--- config.mk ---
export PLATFORM = sky130hd
export DESIGN_NAME = ip_fragment_reassembly_tracker_flat
export DESIGN_NICKNAME = d
export VERILOG_FILES = /design/src/rtl/ipfrt_pkg.sv /design/src/rtl/ipfrt_req_if.sv /design/src/rtl/ipfrt_rsp_if.sv /design/src/rtl/ipfrt_ram.sv /design/src/rtl/ip_fragment_reassembly_tracker.sv /design/src/flat_wrapper.sv
export SDC_FILE = /design/constraint.sdc
export NUM_CORES = 2
export LEC_CHECK = 0
export BUFFER_PORTS_ARGS = -buffer_cell sky130_fd_sc_hd__clkbuf_2
export CORE_UTILIZATION = 40
export DETAILED_ROUTE_END_ITERATION = 6
export SYNTH_ARGS = -nofsm -noshare
export SYNTH_HDL_FRONTEND = slang
export SYNTH_SLANG_ARGS = --single-unit
export TNS_END_PERCENT = 1
--- constraint.sdc ---
create_clock -name clock -period 8.4 [get_ports clock]
set_clock_uncertainty 0.2 [all_clocks]
set_input_delay 0 -clock clock [delete_from_list [all_inputs] [get_ports clock]]
set_output_delay 0 -clock clock [all_outputs]
set_load 0.1 [all_outputs]
--- src/rtl/ipfrt_pkg.sv ---
// Package with the shared types and constants of the fragment reassembly tracker.
`default_nettype none
package ipfrt_pkg;

   // Result kinds.
   localparam logic [1:0] KIND_DROPPED = 2'd0;
   localparam logic [1:0] KIND_STORED  = 2'd1;
   localparam logic [1:0] KIND_PIECE   = 2'd2;

   // Register index of the lifetime register.
   localparam logic REG_LIFETIME = 1'b0;
   localparam logic [7:0] LIFETIME_RESET = 8'd30;

   // Width of the running byte offset while a chain is followed.
   localparam int NEXT_W = 24;

   // One descriptor table entry as held in the table memory.
   typedef struct packed {
      logic [15:0] ident;
      logic [12:0] offset_units;
      logic [15:0] length;
      logic        more;
      logic [31:0] expiry;
   } entry_type;

endpackage
`default_nettype wire

--- src/rtl/ipfrt_req_if.sv ---
// Input channel interface: one fragment descriptor per transfer.
`default_nettype none
interface ipfrt_req_if;
   logic        valid;
   logic        ready;
   logic [31:0] now_seconds;
   logic [15:0] frag_ident;
   logic [12:0] frag_offset_units;
   logic        more_fragments;
   logic [15:0] total_length;
   logic [3:0]  header_words;

   modport source (output valid, now_seconds, frag_ident, frag_offset_units,
                   more_fragments, total_length, header_words, input ready);
   modport sink (input valid, now_seconds, frag_ident, frag_offset_units,
                 more_fragments, total_length, header_words, output ready);
endinterface
`default_nettype wire

--- src/rtl/ipfrt_rsp_if.sv ---
// Result channel interface: one result item per transfer.
`default_nettype none
interface ipfrt_rsp_if;
   logic        valid;
   logic        ready;
   logic [1:0]  result_kind;
   logic [3:0]  slot;
   logic [15:0] ident;
   logic [15:0] piece_offset;
   logic [15:0] piece_length;
   logic        last;

   modport source (output valid, result_kind, slot, ident, piece_offset, piece_length,
                   last, input ready);
   modport sink (input valid, result_kind, slot, ident, piece_offset, piece_length,
                 last, output ready);
endinterface
`default_nettype wire

--- src/rtl/ipfrt_ram.sv ---
// Generic single-port-write, single-port-read RAM with registered read data.
`default_nettype none
module ipfrt_ram #(
   parameter int WIDTH = 8,
   parameter int DEPTH = 16
) (
   input  wire logic                     clock,
   input  wire logic                     wr_en,
   input  wire logic [$clog2(DEPTH)-1:0] wr_addr,
   input  wire logic [WIDTH-1:0]         wr_data,
   input  wire logic                     rd_en,
   input  wire logic [$clog2(DEPTH)-1:0] rd_addr,
   output logic      [WIDTH-1:0]         rd_data
);
   logic [WIDTH-1:0] mem_ff [DEPTH];
   logic [WIDTH-1:0] rd_data_ff;

   // Write port and registered read port.
   always_ff @(posedge clock) begin
      if (wr_en) begin
         mem_ff[wr_addr] <= wr_data;
      end
      if (rd_en) begin
         rd_data_ff <= mem_ff[rd_addr];
      end
   end

   assign rd_data = rd_data_ff;
endmodule
`default_nettype wire

--- src/rtl/ip_fragment_reassembly_tracker.sv ---
// Top level of the IPv4 fragment reassembly tracker.
`default_nettype none
// Each input transfer describes one arriving fragment. The block works on one
// fragment at a time and takes the next once the results of the current one are
// in the output register. On a new second it sweeps the table memory for expired
// entries, one read per cycle. The fragment is then stored, or dropped when no slot
// is free. The chain of the fragment's ident is then followed from offset zero:
// each round is one parallel compare over the tag registers plus one table read
// (up to SLOTS rounds, and a final compare when the chain stays open). A closed
// chain is emitted piece by piece, each piece read from the table memory and then
// loaded into the output register. A stall on the result side holds the block.
// Entries are freed through per-slot valid bits cleared at reset.
module ip_fragment_reassembly_tracker #(
   parameter int SLOTS = 16
) (
   input  wire logic         clock,
   input  wire logic         reset,
   ipfrt_req_if.sink         req_ch,
   ipfrt_rsp_if.source       rsp_ch,
   input  wire logic         psel,
   input  wire logic         penable,
   input  wire logic         pwrite,
   input  wire logic [2:0]   paddr,
   input  wire logic [31:0]  pwdata,
   output logic      [31:0]  prdata,
   output logic              pready
);
   localparam int SW = $clog2(SLOTS);
   localparam int NW = ipfrt_pkg::NEXT_W;

   localparam logic [2:0] ST_IDLE    = 3'd0;
   localparam logic [2:0] ST_SWEEP   = 3'd1;
   localparam logic [2:0] ST_ALLOC   = 3'd2;
   localparam logic [2:0] ST_SEARCH  = 3'd3;
   localparam logic [2:0] ST_STEP    = 3'd4;
   localparam logic [2:0] ST_EMIT_RD = 3'd5;
   localparam logic [2:0] ST_EMIT_LD = 3'd6;
   localparam logic [2:0] ST_OUT     = 3'd7;

   logic [2:0]  state_ff, state_in;
   logic [7:0]  life_ff, life_in;
   logic [31:0] last_sweep_ff, last_sweep_in;

   // Latched fragment.
   logic [31:0] now_ff, now_in;
   logic [15:0] ident_ff, ident_in;
   logic [12:0] offu_ff, offu_in;
   logic        more_ff, more_in;
   logic [15:0] len_ff, len_in;
   logic [31:0] expiry_ff, expiry_in;

   // Table bookkeeping.
   logic [SLOTS-1:0]         valid_ff, valid_in;
   logic [SLOTS-1:0]         used_ff, used_in;
   logic [SLOTS-1:0][15:0]   tag_ident_ff, tag_ident_in;
   logic [SLOTS-1:0][12:0]   tag_off_ff, tag_off_in;
   logic [SLOTS-1:0][SW-1:0] chain_ff, chain_in;
   logic [SW:0]              cnt_ff, cnt_in;
   logic                     chk_ff, chk_in;
   logic [SW-1:0]            chk_idx_ff, chk_idx_in;
   logic [SW:0]              n_ff, n_in;
   logic [SW:0]              emit_ff, emit_in;
   logic [NW-1:0]            next_ff, next_in;
   logic [SW-1:0]            alloc_ff, alloc_in;
   logic [1:0]               pend_kind_ff, pend_kind_in;

   // Output register.
   logic        out_valid_ff, out_valid_in;
   logic [1:0]  out_kind_ff, out_kind_in;
   logic [3:0]  out_slot_ff, out_slot_in;
   logic [15:0] out_ident_ff, out_ident_in;
   logic [15:0] out_off_ff, out_off_in;
   logic [15:0] out_len_ff, out_len_in;
   logic        out_last_ff, out_last_in;

   // Memory ports.
   logic                    wr_en, rd_en;
   logic [SW-1:0]           wr_addr, rd_addr;
   ipfrt_pkg::entry_type    wr_data, rd_data;

   // Combinational helpers.
   logic                 accept;
   logic                 out_free;
   logic [5:0]           hdr_bytes;
   logic [32:0]          exp_sum;
   logic                 free_any;
   logic [SW-1:0]        free_idx;
   logic [SLOTS-1:0]     hit_vec;
   logic                 hit_any;
   logic [SW-1:0]        hit_idx;
   logic                 cfg_write;

   ipfrt_ram #(
      .WIDTH($bits(ipfrt_pkg::entry_type)),
      .DEPTH(SLOTS)
   ) u_table (
      .clock  (clock),
      .wr_en  (wr_en),
      .wr_addr(wr_addr),
      .wr_data(wr_data),
      .rd_en  (rd_en),
      .rd_addr(rd_addr),
      .rd_data(rd_data)
   );

   // Handshake and configuration port.
   assign accept          = req_ch.valid && req_ch.ready;
   assign req_ch.ready    = (state_ff == ST_IDLE);
   assign out_free        = !out_valid_ff || rsp_ch.ready;
   assign pready          = 1'b1;
   assign cfg_write       = psel && penable && pwrite && (paddr[2] == ipfrt_pkg::REG_LIFETIME);
   assign prdata          = (paddr[2] == ipfrt_pkg::REG_LIFETIME) ? {24'd0, life_ff} : 32'd0;

   assign rsp_ch.valid        = out_valid_ff;
   assign rsp_ch.result_kind  = out_kind_ff;
   assign rsp_ch.slot         = out_slot_ff;
   assign rsp_ch.ident        = out_ident_ff;
   assign rsp_ch.piece_offset = out_off_ff;
   assign rsp_ch.piece_length = out_len_ff;
   assign rsp_ch.last         = out_last_ff;

   // Header length in bytes and expiry sum (saturated when latched) of the arriving fragment.
   assign hdr_bytes = {req_ch.header_words, 2'b00};
   assign exp_sum   = {1'b0, req_ch.now_seconds} + {25'd0, life_ff};

   // Lowest free slot and lowest matching chain candidate.
   always_comb begin
      free_any = 1'b0;
      free_idx = '0;
      hit_any  = 1'b0;
      hit_idx  = '0;
      for (int i = SLOTS - 1; i >= 0; i--) begin
         hit_vec[i] = valid_ff[i] && !used_ff[i] && (tag_ident_ff[i] == ident_ff) &&
                      ({{(NW-16){1'b0}}, tag_off_ff[i], 3'b000} == next_ff);
         if (!valid_ff[i]) begin
            free_any = 1'b1;
            free_idx = SW'(i);
         end
         if (hit_vec[i]) begin
            hit_any = 1'b1;
            hit_idx = SW'(i);
         end
      end
   end

   // Sequencer.
   always_comb begin
      state_in      = state_ff;
      life_in       = cfg_write ? pwdata[7:0] : life_ff;
      last_sweep_in = last_sweep_ff;
      now_in        = now_ff;
      ident_in      = ident_ff;
      offu_in       = offu_ff;
      more_in       = more_ff;
      len_in        = len_ff;
      expiry_in     = expiry_ff;
      valid_in      = valid_ff;
      used_in       = used_ff;
      tag_ident_in  = tag_ident_ff;
      tag_off_in    = tag_off_ff;
      chain_in      = chain_ff;
      cnt_in        = cnt_ff;
      chk_in        = 1'b0;
      chk_idx_in    = chk_idx_ff;
      n_in          = n_ff;
      emit_in       = emit_ff;
      next_in       = next_ff;
      alloc_in      = alloc_ff;
      pend_kind_in  = pend_kind_ff;
      out_valid_in  = out_valid_ff && !rsp_ch.ready;
      out_kind_in   = out_kind_ff;
      out_slot_in   = out_slot_ff;
      out_ident_in  = out_ident_ff;
      out_off_in    = out_off_ff;
      out_len_in    = out_len_ff;
      out_last_in   = out_last_ff;
      wr_en         = 1'b0;
      wr_addr       = free_idx;
      wr_data       = '{ident: ident_ff, offset_units: offu_ff, length: len_ff,
                        more: more_ff, expiry: expiry_ff};
      rd_en         = 1'b0;
      rd_addr       = '0;

      case (state_ff)
         ST_IDLE: begin
            if (accept) begin
               now_in    = req_ch.now_seconds;
               ident_in  = req_ch.frag_ident;
               offu_in   = req_ch.frag_offset_units;
               more_in   = req_ch.more_fragments;
               len_in    = (req_ch.total_length > {10'd0, hdr_bytes}) ?
                           req_ch.total_length - {10'd0, hdr_bytes} : 16'd0;
               expiry_in = exp_sum[32] ? 32'hFFFF_FFFF : exp_sum[31:0];
               cnt_in    = '0;
               if (last_sweep_ff < req_ch.now_seconds) begin
                  last_sweep_in = req_ch.now_seconds;
                  state_in      = ST_SWEEP;
               end else begin
                  state_in = ST_ALLOC;
               end
            end
         end
         // One read issued per cycle; the entry read in the cycle before is checked.
         ST_SWEEP: begin
            if (chk_ff && valid_ff[chk_idx_ff] && (rd_data.expiry <= now_ff)) begin
               valid_in[chk_idx_ff] = 1'b0;
            end
            if (cnt_ff < (SW+1)'(SLOTS)) begin
               rd_en      = 1'b1;
               rd_addr    = cnt_ff[SW-1:0];
               chk_in     = 1'b1;
               chk_idx_in = cnt_ff[SW-1:0];
               cnt_in     = cnt_ff + 1'b1;
            end else begin
               state_in = ST_ALLOC;
            end
         end
         ST_ALLOC: begin
            if (!free_any) begin
               pend_kind_in = ipfrt_pkg::KIND_DROPPED;
               alloc_in     = '0;
               state_in     = ST_OUT;
            end else begin
               wr_en                  = 1'b1;
               valid_in[free_idx]     = 1'b1;
               tag_ident_in[free_idx] = ident_ff;
               tag_off_in[free_idx]   = offu_ff;
               alloc_in               = free_idx;
               used_in                = '0;
               next_in                = '0;
               n_in                   = '0;
               state_in               = ST_SEARCH;
            end
         end
         ST_SEARCH: begin
            if (!hit_any) begin
               pend_kind_in = ipfrt_pkg::KIND_STORED;
               state_in     = ST_OUT;
            end else begin
               used_in[hit_idx]       = 1'b1;
               chain_in[n_ff[SW-1:0]] = hit_idx;
               n_in                   = n_ff + 1'b1;
               rd_en                  = 1'b1;
               rd_addr                = hit_idx;
               state_in               = ST_STEP;
            end
         end
         ST_STEP: begin
            next_in = next_ff + {{(NW-16){1'b0}}, rd_data.length};
            if (!rd_data.more) begin
               emit_in  = '0;
               state_in = ST_EMIT_RD;
            end else begin
               state_in = ST_SEARCH;
            end
         end
         ST_EMIT_RD: begin
            rd_en    = 1'b1;
            rd_addr  = chain_ff[emit_ff[SW-1:0]];
            state_in = ST_EMIT_LD;
         end
         ST_EMIT_LD: begin
            if (out_free) begin
               out_valid_in = 1'b1;
               out_kind_in  = ipfrt_pkg::KIND_PIECE;
               out_slot_in  = 4'(chain_ff[emit_ff[SW-1:0]]);
               out_ident_in = rd_data.ident;
               out_off_in   = {rd_data.offset_units, 3'b000};
               out_len_in   = rd_data.length;
               out_last_in  = (emit_ff == n_ff - 1'b1);
               valid_in[chain_ff[emit_ff[SW-1:0]]] = 1'b0;
               emit_in      = emit_ff + 1'b1;
               state_in     = (emit_ff == n_ff - 1'b1) ? ST_IDLE : ST_EMIT_RD;
            end
         end
         ST_OUT: begin
            if (out_free) begin
               out_valid_in = 1'b1;
               out_kind_in  = pend_kind_ff;
               out_slot_in  = 4'(alloc_ff);
               out_ident_in = ident_ff;
               out_off_in   = {offu_ff, 3'b000};
               out_len_in   = len_ff;
               out_last_in  = 1'b1;
               state_in     = ST_IDLE;
            end
         end
         default: begin
            state_in = ST_IDLE;
         end
      endcase
   end

   // Control registers.
   always_ff @(posedge clock) begin
      if (reset) begin
         state_ff      <= ST_IDLE;
         life_ff       <= ipfrt_pkg::LIFETIME_RESET;
         last_sweep_ff <= '0;
         valid_ff      <= '0;
         chk_ff        <= 1'b0;
         out_valid_ff  <= 1'b0;
      end else begin
         state_ff      <= state_in;
         life_ff       <= life_in;
         last_sweep_ff <= last_sweep_in;
         valid_ff      <= valid_in;
         chk_ff        <= chk_in;
         out_valid_ff  <= out_valid_in;
      end
   end

   // Payload and working registers.
   always_ff @(posedge clock) begin
      now_ff       <= now_in;
      ident_ff     <= ident_in;
      offu_ff      <= offu_in;
      more_ff      <= more_in;
      len_ff       <= len_in;
      expiry_ff    <= expiry_in;
      used_ff      <= used_in;
      tag_ident_ff <= tag_ident_in;
      tag_off_ff   <= tag_off_in;
      chain_ff     <= chain_in;
      cnt_ff       <= cnt_in;
      chk_idx_ff   <= chk_idx_in;
      n_ff         <= n_in;
      emit_ff      <= emit_in;
      next_ff      <= next_in;
      alloc_ff     <= alloc_in;
      pend_kind_ff <= pend_kind_in;
      out_kind_ff  <= out_kind_in;
      out_slot_ff  <= out_slot_in;
      out_ident_ff <= out_ident_in;
      out_off_ff   <= out_off_in;
      out_len_ff   <= out_len_in;
      out_last_ff  <= out_last_in;
   end
endmodule
`default_nettype wire

--- src/flat_wrapper.sv ---
// flat-port wrapper written by rule: the top's interface ports become plain ports
module ip_fragment_reassembly_tracker_flat 
#(
   parameter int SLOTS = 16
)
  (clock, reset, psel, penable, pwrite, paddr, pwdata, prdata, pready, req_ch_valid, req_ch_now_seconds, req_ch_frag_ident, req_ch_frag_offset_units, req_ch_more_fragments, req_ch_total_length, req_ch_header_words, req_ch_ready, rsp_ch_valid, rsp_ch_result_kind, rsp_ch_slot, rsp_ch_ident, rsp_ch_piece_offset, rsp_ch_piece_length, rsp_ch_last, rsp_ch_ready);
  ipfrt_req_if req_ch_i ();
  ipfrt_rsp_if rsp_ch_i ();
  input  wire logic clock;
  input  wire logic reset;
  input  wire logic psel;
  input  wire logic penable;
  input  wire logic pwrite;
  input  wire logic [2:0] paddr;
  input  wire logic [31:0] pwdata;
  output logic      [31:0] prdata;
  output logic pready;
  input wire logic [$bits(req_ch_i.valid)-1:0] req_ch_valid;
  input wire logic [$bits(req_ch_i.now_seconds)-1:0] req_ch_now_seconds;
  input wire logic [$bits(req_ch_i.frag_ident)-1:0] req_ch_frag_ident;
  input wire logic [$bits(req_ch_i.frag_offset_units)-1:0] req_ch_frag_offset_units;
  input wire logic [$bits(req_ch_i.more_fragments)-1:0] req_ch_more_fragments;
  input wire logic [$bits(req_ch_i.total_length)-1:0] req_ch_total_length;
  input wire logic [$bits(req_ch_i.header_words)-1:0] req_ch_header_words;
  output wire logic [$bits(req_ch_i.ready)-1:0] req_ch_ready;
  output wire logic [$bits(rsp_ch_i.valid)-1:0] rsp_ch_valid;
  output wire logic [$bits(rsp_ch_i.result_kind)-1:0] rsp_ch_result_kind;
  output wire logic [$bits(rsp_ch_i.slot)-1:0] rsp_ch_slot;
  output wire logic [$bits(rsp_ch_i.ident)-1:0] rsp_ch_ident;
  output wire logic [$bits(rsp_ch_i.piece_offset)-1:0] rsp_ch_piece_offset;
  output wire logic [$bits(rsp_ch_i.piece_length)-1:0] rsp_ch_piece_length;
  output wire logic [$bits(rsp_ch_i.last)-1:0] rsp_ch_last;
  input wire logic [$bits(rsp_ch_i.ready)-1:0] rsp_ch_ready;
  assign req_ch_i.valid = req_ch_valid;
  assign req_ch_i.now_seconds = req_ch_now_seconds;
  assign req_ch_i.frag_ident = req_ch_frag_ident;
  assign req_ch_i.frag_offset_units = req_ch_frag_offset_units;
  assign req_ch_i.more_fragments = req_ch_more_fragments;
  assign req_ch_i.total_length = req_ch_total_length;
  assign req_ch_i.header_words = req_ch_header_words;
  assign req_ch_ready = req_ch_i.ready;
  assign rsp_ch_valid = rsp_ch_i.valid;
  assign rsp_ch_result_kind = rsp_ch_i.result_kind;
  assign rsp_ch_slot = rsp_ch_i.slot;
  assign rsp_ch_ident = rsp_ch_i.ident;
  assign rsp_ch_piece_offset = rsp_ch_i.piece_offset;
  assign rsp_ch_piece_length = rsp_ch_i.piece_length;
  assign rsp_ch_last = rsp_ch_i.last;
  assign rsp_ch_i.ready = rsp_ch_ready;
  ip_fragment_reassembly_tracker #(.SLOTS(SLOTS)) u_core (.clock(clock), .reset(reset), .req_ch(req_ch_i), .rsp_ch(rsp_ch_i), .psel(psel), .penable(penable), .pwrite(pwrite), .paddr(paddr), .pwdata(pwdata), .prdata(prdata), .pready(pready));
endmodule
==> results_dict.tcl <==
set metrics [dict create \
    grt_pass1_wl_mm 356 \
    ff2ff_setup_slack_ns 1.73 \
    die_h_um 439 \
    cap_violations 0 \
    path_cells "nor4_4 -> nand3_2 -> buf_4 -> nor4_1 -> and4_1 -> nor4_1 -> a2111oi_4 -> buf_4 -> buf_4 -> nor4_1 -> o22ai_1 -> o2bb2ai_1" \
    synth_top_family_by_area "simple AND/OR/NAND/NOR gates" \
    grtUsageMet1_pct 34.1 \
    clk_pin_slew_ns 0.06 \
    setup.worst_path.start_class "flip-flop" \
    antenna_found_initial 4 \
    met3_usage_pct 3.53 \
    synthCells 5659 \
    cts_buffers 179 \
    min_from "req_ch_now_seconds[27]" \
    power.density_nw_per_um2 250 \
    dp_hpwl_mm 160 \
    hold_path_end "u_core.expiry_ff[28]" \
    nFillCells 16600 \
    cts-htree-levels 4 \
    rows 159 \
    multi_input_area_um2 24600 \
    clkSinkCount 1677 \
    io_pins 214 \
    synth-compound-area-share_pct 8.99 \
    worst_setup_path_end_kind "flip-flop" \
    power.internal_w 0.0156 \
    ys_warn_count 0 \
    cts.path.max_buffers 3 \
    ant_nets 0 \
    synth-seq-cells 1677 \
    ctsResizeCount 0 \
    synth_ff_type "edfxtp_1" \
    r2r_end "u_core.u_table.rd_data[51]" \
    power.switching_w 0.00643 \
    yosys.area.top_type "edfxtp_1" \
    yosysSeqAreaShare_pct 65.2 \
    finalNonFillerCells 8616 \
    hold_path.class "in2reg" \
    die_w_um 439 \
    worst-slew-pin-transition_ns 1.27 \
    synth.top_cell.area_share_pct 63.6 \
    synth-edff-count 1616 \
    synth_commonest_cells "1616 x edfxtp_1, 399 x xnor2_1, 345 x nand2_1, 256 x o21ai_0, 246 x and3_1" \
    timing.rr.start "u_core.next_ff[16]" \
    wl_per_cell_um 29.2 \
    regArea_um2 49700 \
    synthXorXnorAreaFrac_pct 5.96 \
    syn_area_per_cell_um2 13.5 \
    p_leak_nw 30.1 \
    synth.most_common_cell "edfxtp_1" \
    dieArea_um2 193000 \
    status "completed" \
    crit_slowest_cell "buf_4" \
    grt.busiest_layer "met2" \
    setup_viol 0 \
    cts_tree "built" \
    p_clk_share_pct 36.0 \
    syn_to_final_growth_pct 15.2 \
    place.gp.congestion 1.01 \
    initial_core_util_pct 40.5 \
    fmax_ghz 0.150 \
    synth-simple-area-share_pct 11.4 \
    grt_use_met2_pct 41.6 \
    core_area_um2 189000 \
    via_count 51500 \
    report.final.slew_viol_count 0 \
    hold_violations 0 \
    cts_hold_buf 233 \
    cp.required_ns 8.80 \
    pwr-share-seq_pct 46.8 \
    place_inst 8053 \
    grt_overflow_total 0 \
    crit_type "reg2reg" \
    crit_path_max_fanout 69 \
    syn_area_um2 76400 \
    drc 0 \
    synth_fa_ha_area_share_pct 1.68 \
    timing.final.crit_share_pct 79.4 \
    switching_share_pct 29.2 \
    port_buffers 159 \
    combPwrFrac_pct 17.2 \
    async_flop_share_pct 0 \
    routed_wl_mm 251 \
    track_usage_pct 25.5 \
    synth_cell_type_count 86 \
    peakVddDrop_uv 211 \
    fin_nets 6197 \
    synth_area_leaders "edfxtp_1 64%, xnor2_1 4.6%, mux2i_1 2.2%, and3_1 2.0%, nor4_1 1.9%" \
    clkLatencyLatePin_ns 0.86 \
    dr.first_iter.drc_count 5452 \
    dr.pass1.iters 6 \
    cts-root-buf "clkbuf_16" \
    vias_per_cell 5.98 \
    slew_headroom_pct 15.4 \
    ff2ff_path_depth 12 \
    grt_max_degree 144 \
    arrival_ns 7.07 \
    muxShareOfSynthArea_pct 3.72 \
    rsz0062_at_grt "false" \
    setup_tns_ns 0 \
    max_stage_delay_ns 0.86 \
    post_cts_buffers 0 \
    period_needed_ns 6.67 \
    whs_path_depth 3 \
    drive_above_1_share_pct 10.9 \
    grt_pass1_vias 49500 \
]
[cells by family (layout without fill, tap and decap cells)]
| family | count (synthesis) | after routing |
|---|---|---|
| buffers and inverters | 520 | 953 |
| and+or+nand+nor | 1616 | 1616 |
| muxes | 246 | 246 |
| other | 2 | 31 |
| adders and majority gates | 101 | 101 |
| DFF | 1677 | 1677 |
| AOI/OAI and AO/OA | 977 | 977 |
| xor gates and xnor gates | 520 | 520 |
[layout make-up]
class / count / share of cell area [%]
multi-input cells: 3488 / 28.0
repair buffers: 516 / 4.79
well taps: 2495 / 3.55
flip-flops and latches: 1677 / 56.6
clock buffers: 228 / 5.37
diodes: 3 / 0.00854
clock inverters: 99 / 1.29
inverters: 110 / 0.469
[power by group through the flow]
stage / logic (W) / clock network, W / registers, W
3_5_place_dp: 0.00366 / 0 / 0.0105
4_1_cts: 0.00377 / 0.00802 / 0.0103
3_3_place_gp: 0.00362 / 0 / 0.0105
2_1_floorplan: 0.00239 / 0 / 0.0102
5_1_grt: 0.00403 / 0.00834 / 0.0103
6_report: 0.00380 / 0.00792 / 0.0103
[worst max-delay path, delay by kind of cell (launching register included)]
| family | cells | cell delay (ns) |
|---|---|---|
| AND/OR/NAND/NOR | 6 | 2.07 |
| buffers and inverters | 3 | 1.99 |
| AO/OA/AOI/OAI | 3 | 1.49 |
| flip-flops | 1 | 0.52 |
[per-layer routing]
metal  up-vias  routed length [um]
met5         -                   0
met4         0               11600
li1      22600                   -
met1     26300              103000
met2      2238              120000
met3       464               16800
[worst max path at each step]
stage | from | to | cells after the start
2_1_floorplan | u_core.state_ff[2] | u_core.cnt_ff[0] | 4
3_3_place_gp | u_core.next_ff[16] | u_core.u_table.rd_data[51] | 12
3_5_place_dp | u_core.next_ff[16] | u_core.u_table.rd_data[51] | 12
4_1_cts | u_core.next_ff[16] | u_core.u_table.rd_data[51] | 12
5_1_grt | u_core.next_ff[16] | u_core.u_table.rd_data[51] | 11
6_report | u_core.next_ff[16] | u_core.u_table.rd_data[51] | 12
[through the flow]
step | setup WS (ns) | total power (W) | hold WS, ns | util, % | cell area (um2)
6_report | 1.73 | 0.0220 | 0.0402 | 46.6 | 87900
5_1_grt | 1.81 | 0.0227 | 0.0345 | 46.6 | 87900
4_1_cts | 1.94 | 0.0221 | 0.00196 | 46.6 | 87900
3_5_place_dp | 1.97 | 0.0141 | -0.0209 | 42.3 | 79700
3_3_place_gp | 2.03 | 0.0141 | -0.0201 | 42.3 | 79700
2_1_floorplan | 2.00 | 0.0126 | -0.101 | - | 76500
[state kept, by name, summed over array words and instances, names as in the netlist, 13 cells and up]
signal                      count
u_core.rsp_ch.piece_length     16
u_core.rsp_ch.ident            16
u_core.chain_ff                64
u_core.u_table.rd_data         78
u_core.u_table.mem_ff         816
u_core.valid_ff                16
u_core.now_ff                  32
u_core.offu_ff                 13
u_core.ident_ff                16
u_core.next_ff                 24
u_core.expiry_ff               32
u_core.tag_ident_ff           240
u_core.len_ff                  16
u_core.tag_off_ff             192
u_core.last_sweep_ff           32
u_core.used_ff                 16
u_core.rsp_ch.piece_offset     13
[placed cells by master (no fill, tap or decap), drive strengths merged, types with 15 or more instances in the layout]
cell type / count
clkinv: 78
nand4: 170
nand3: 121
dfxtp: 61
buf: 124
o32a: 75
inv: 111
mux2i: 168
o22ai: 83
nor3: 66
nor2: 238
nor4b: 24
bufinv: 17
o211ai: 88
a221oi: 80
and3: 246
o21a: 20
edfxtp: 1616
conb: 28
xor2: 121
ha: 98
nand2b: 36
xnor2: 399
mux2: 53
nand2: 347
a21o: 32
nor2b: 45
mux4: 25
o2bb2ai: 75
a21oi: 78
o21ai: 257
dlygate4sd3: 233
nor4: 235
a211oi: 117
clkbuf: 387
or4: 15
(Power assumes the default switching activity.)
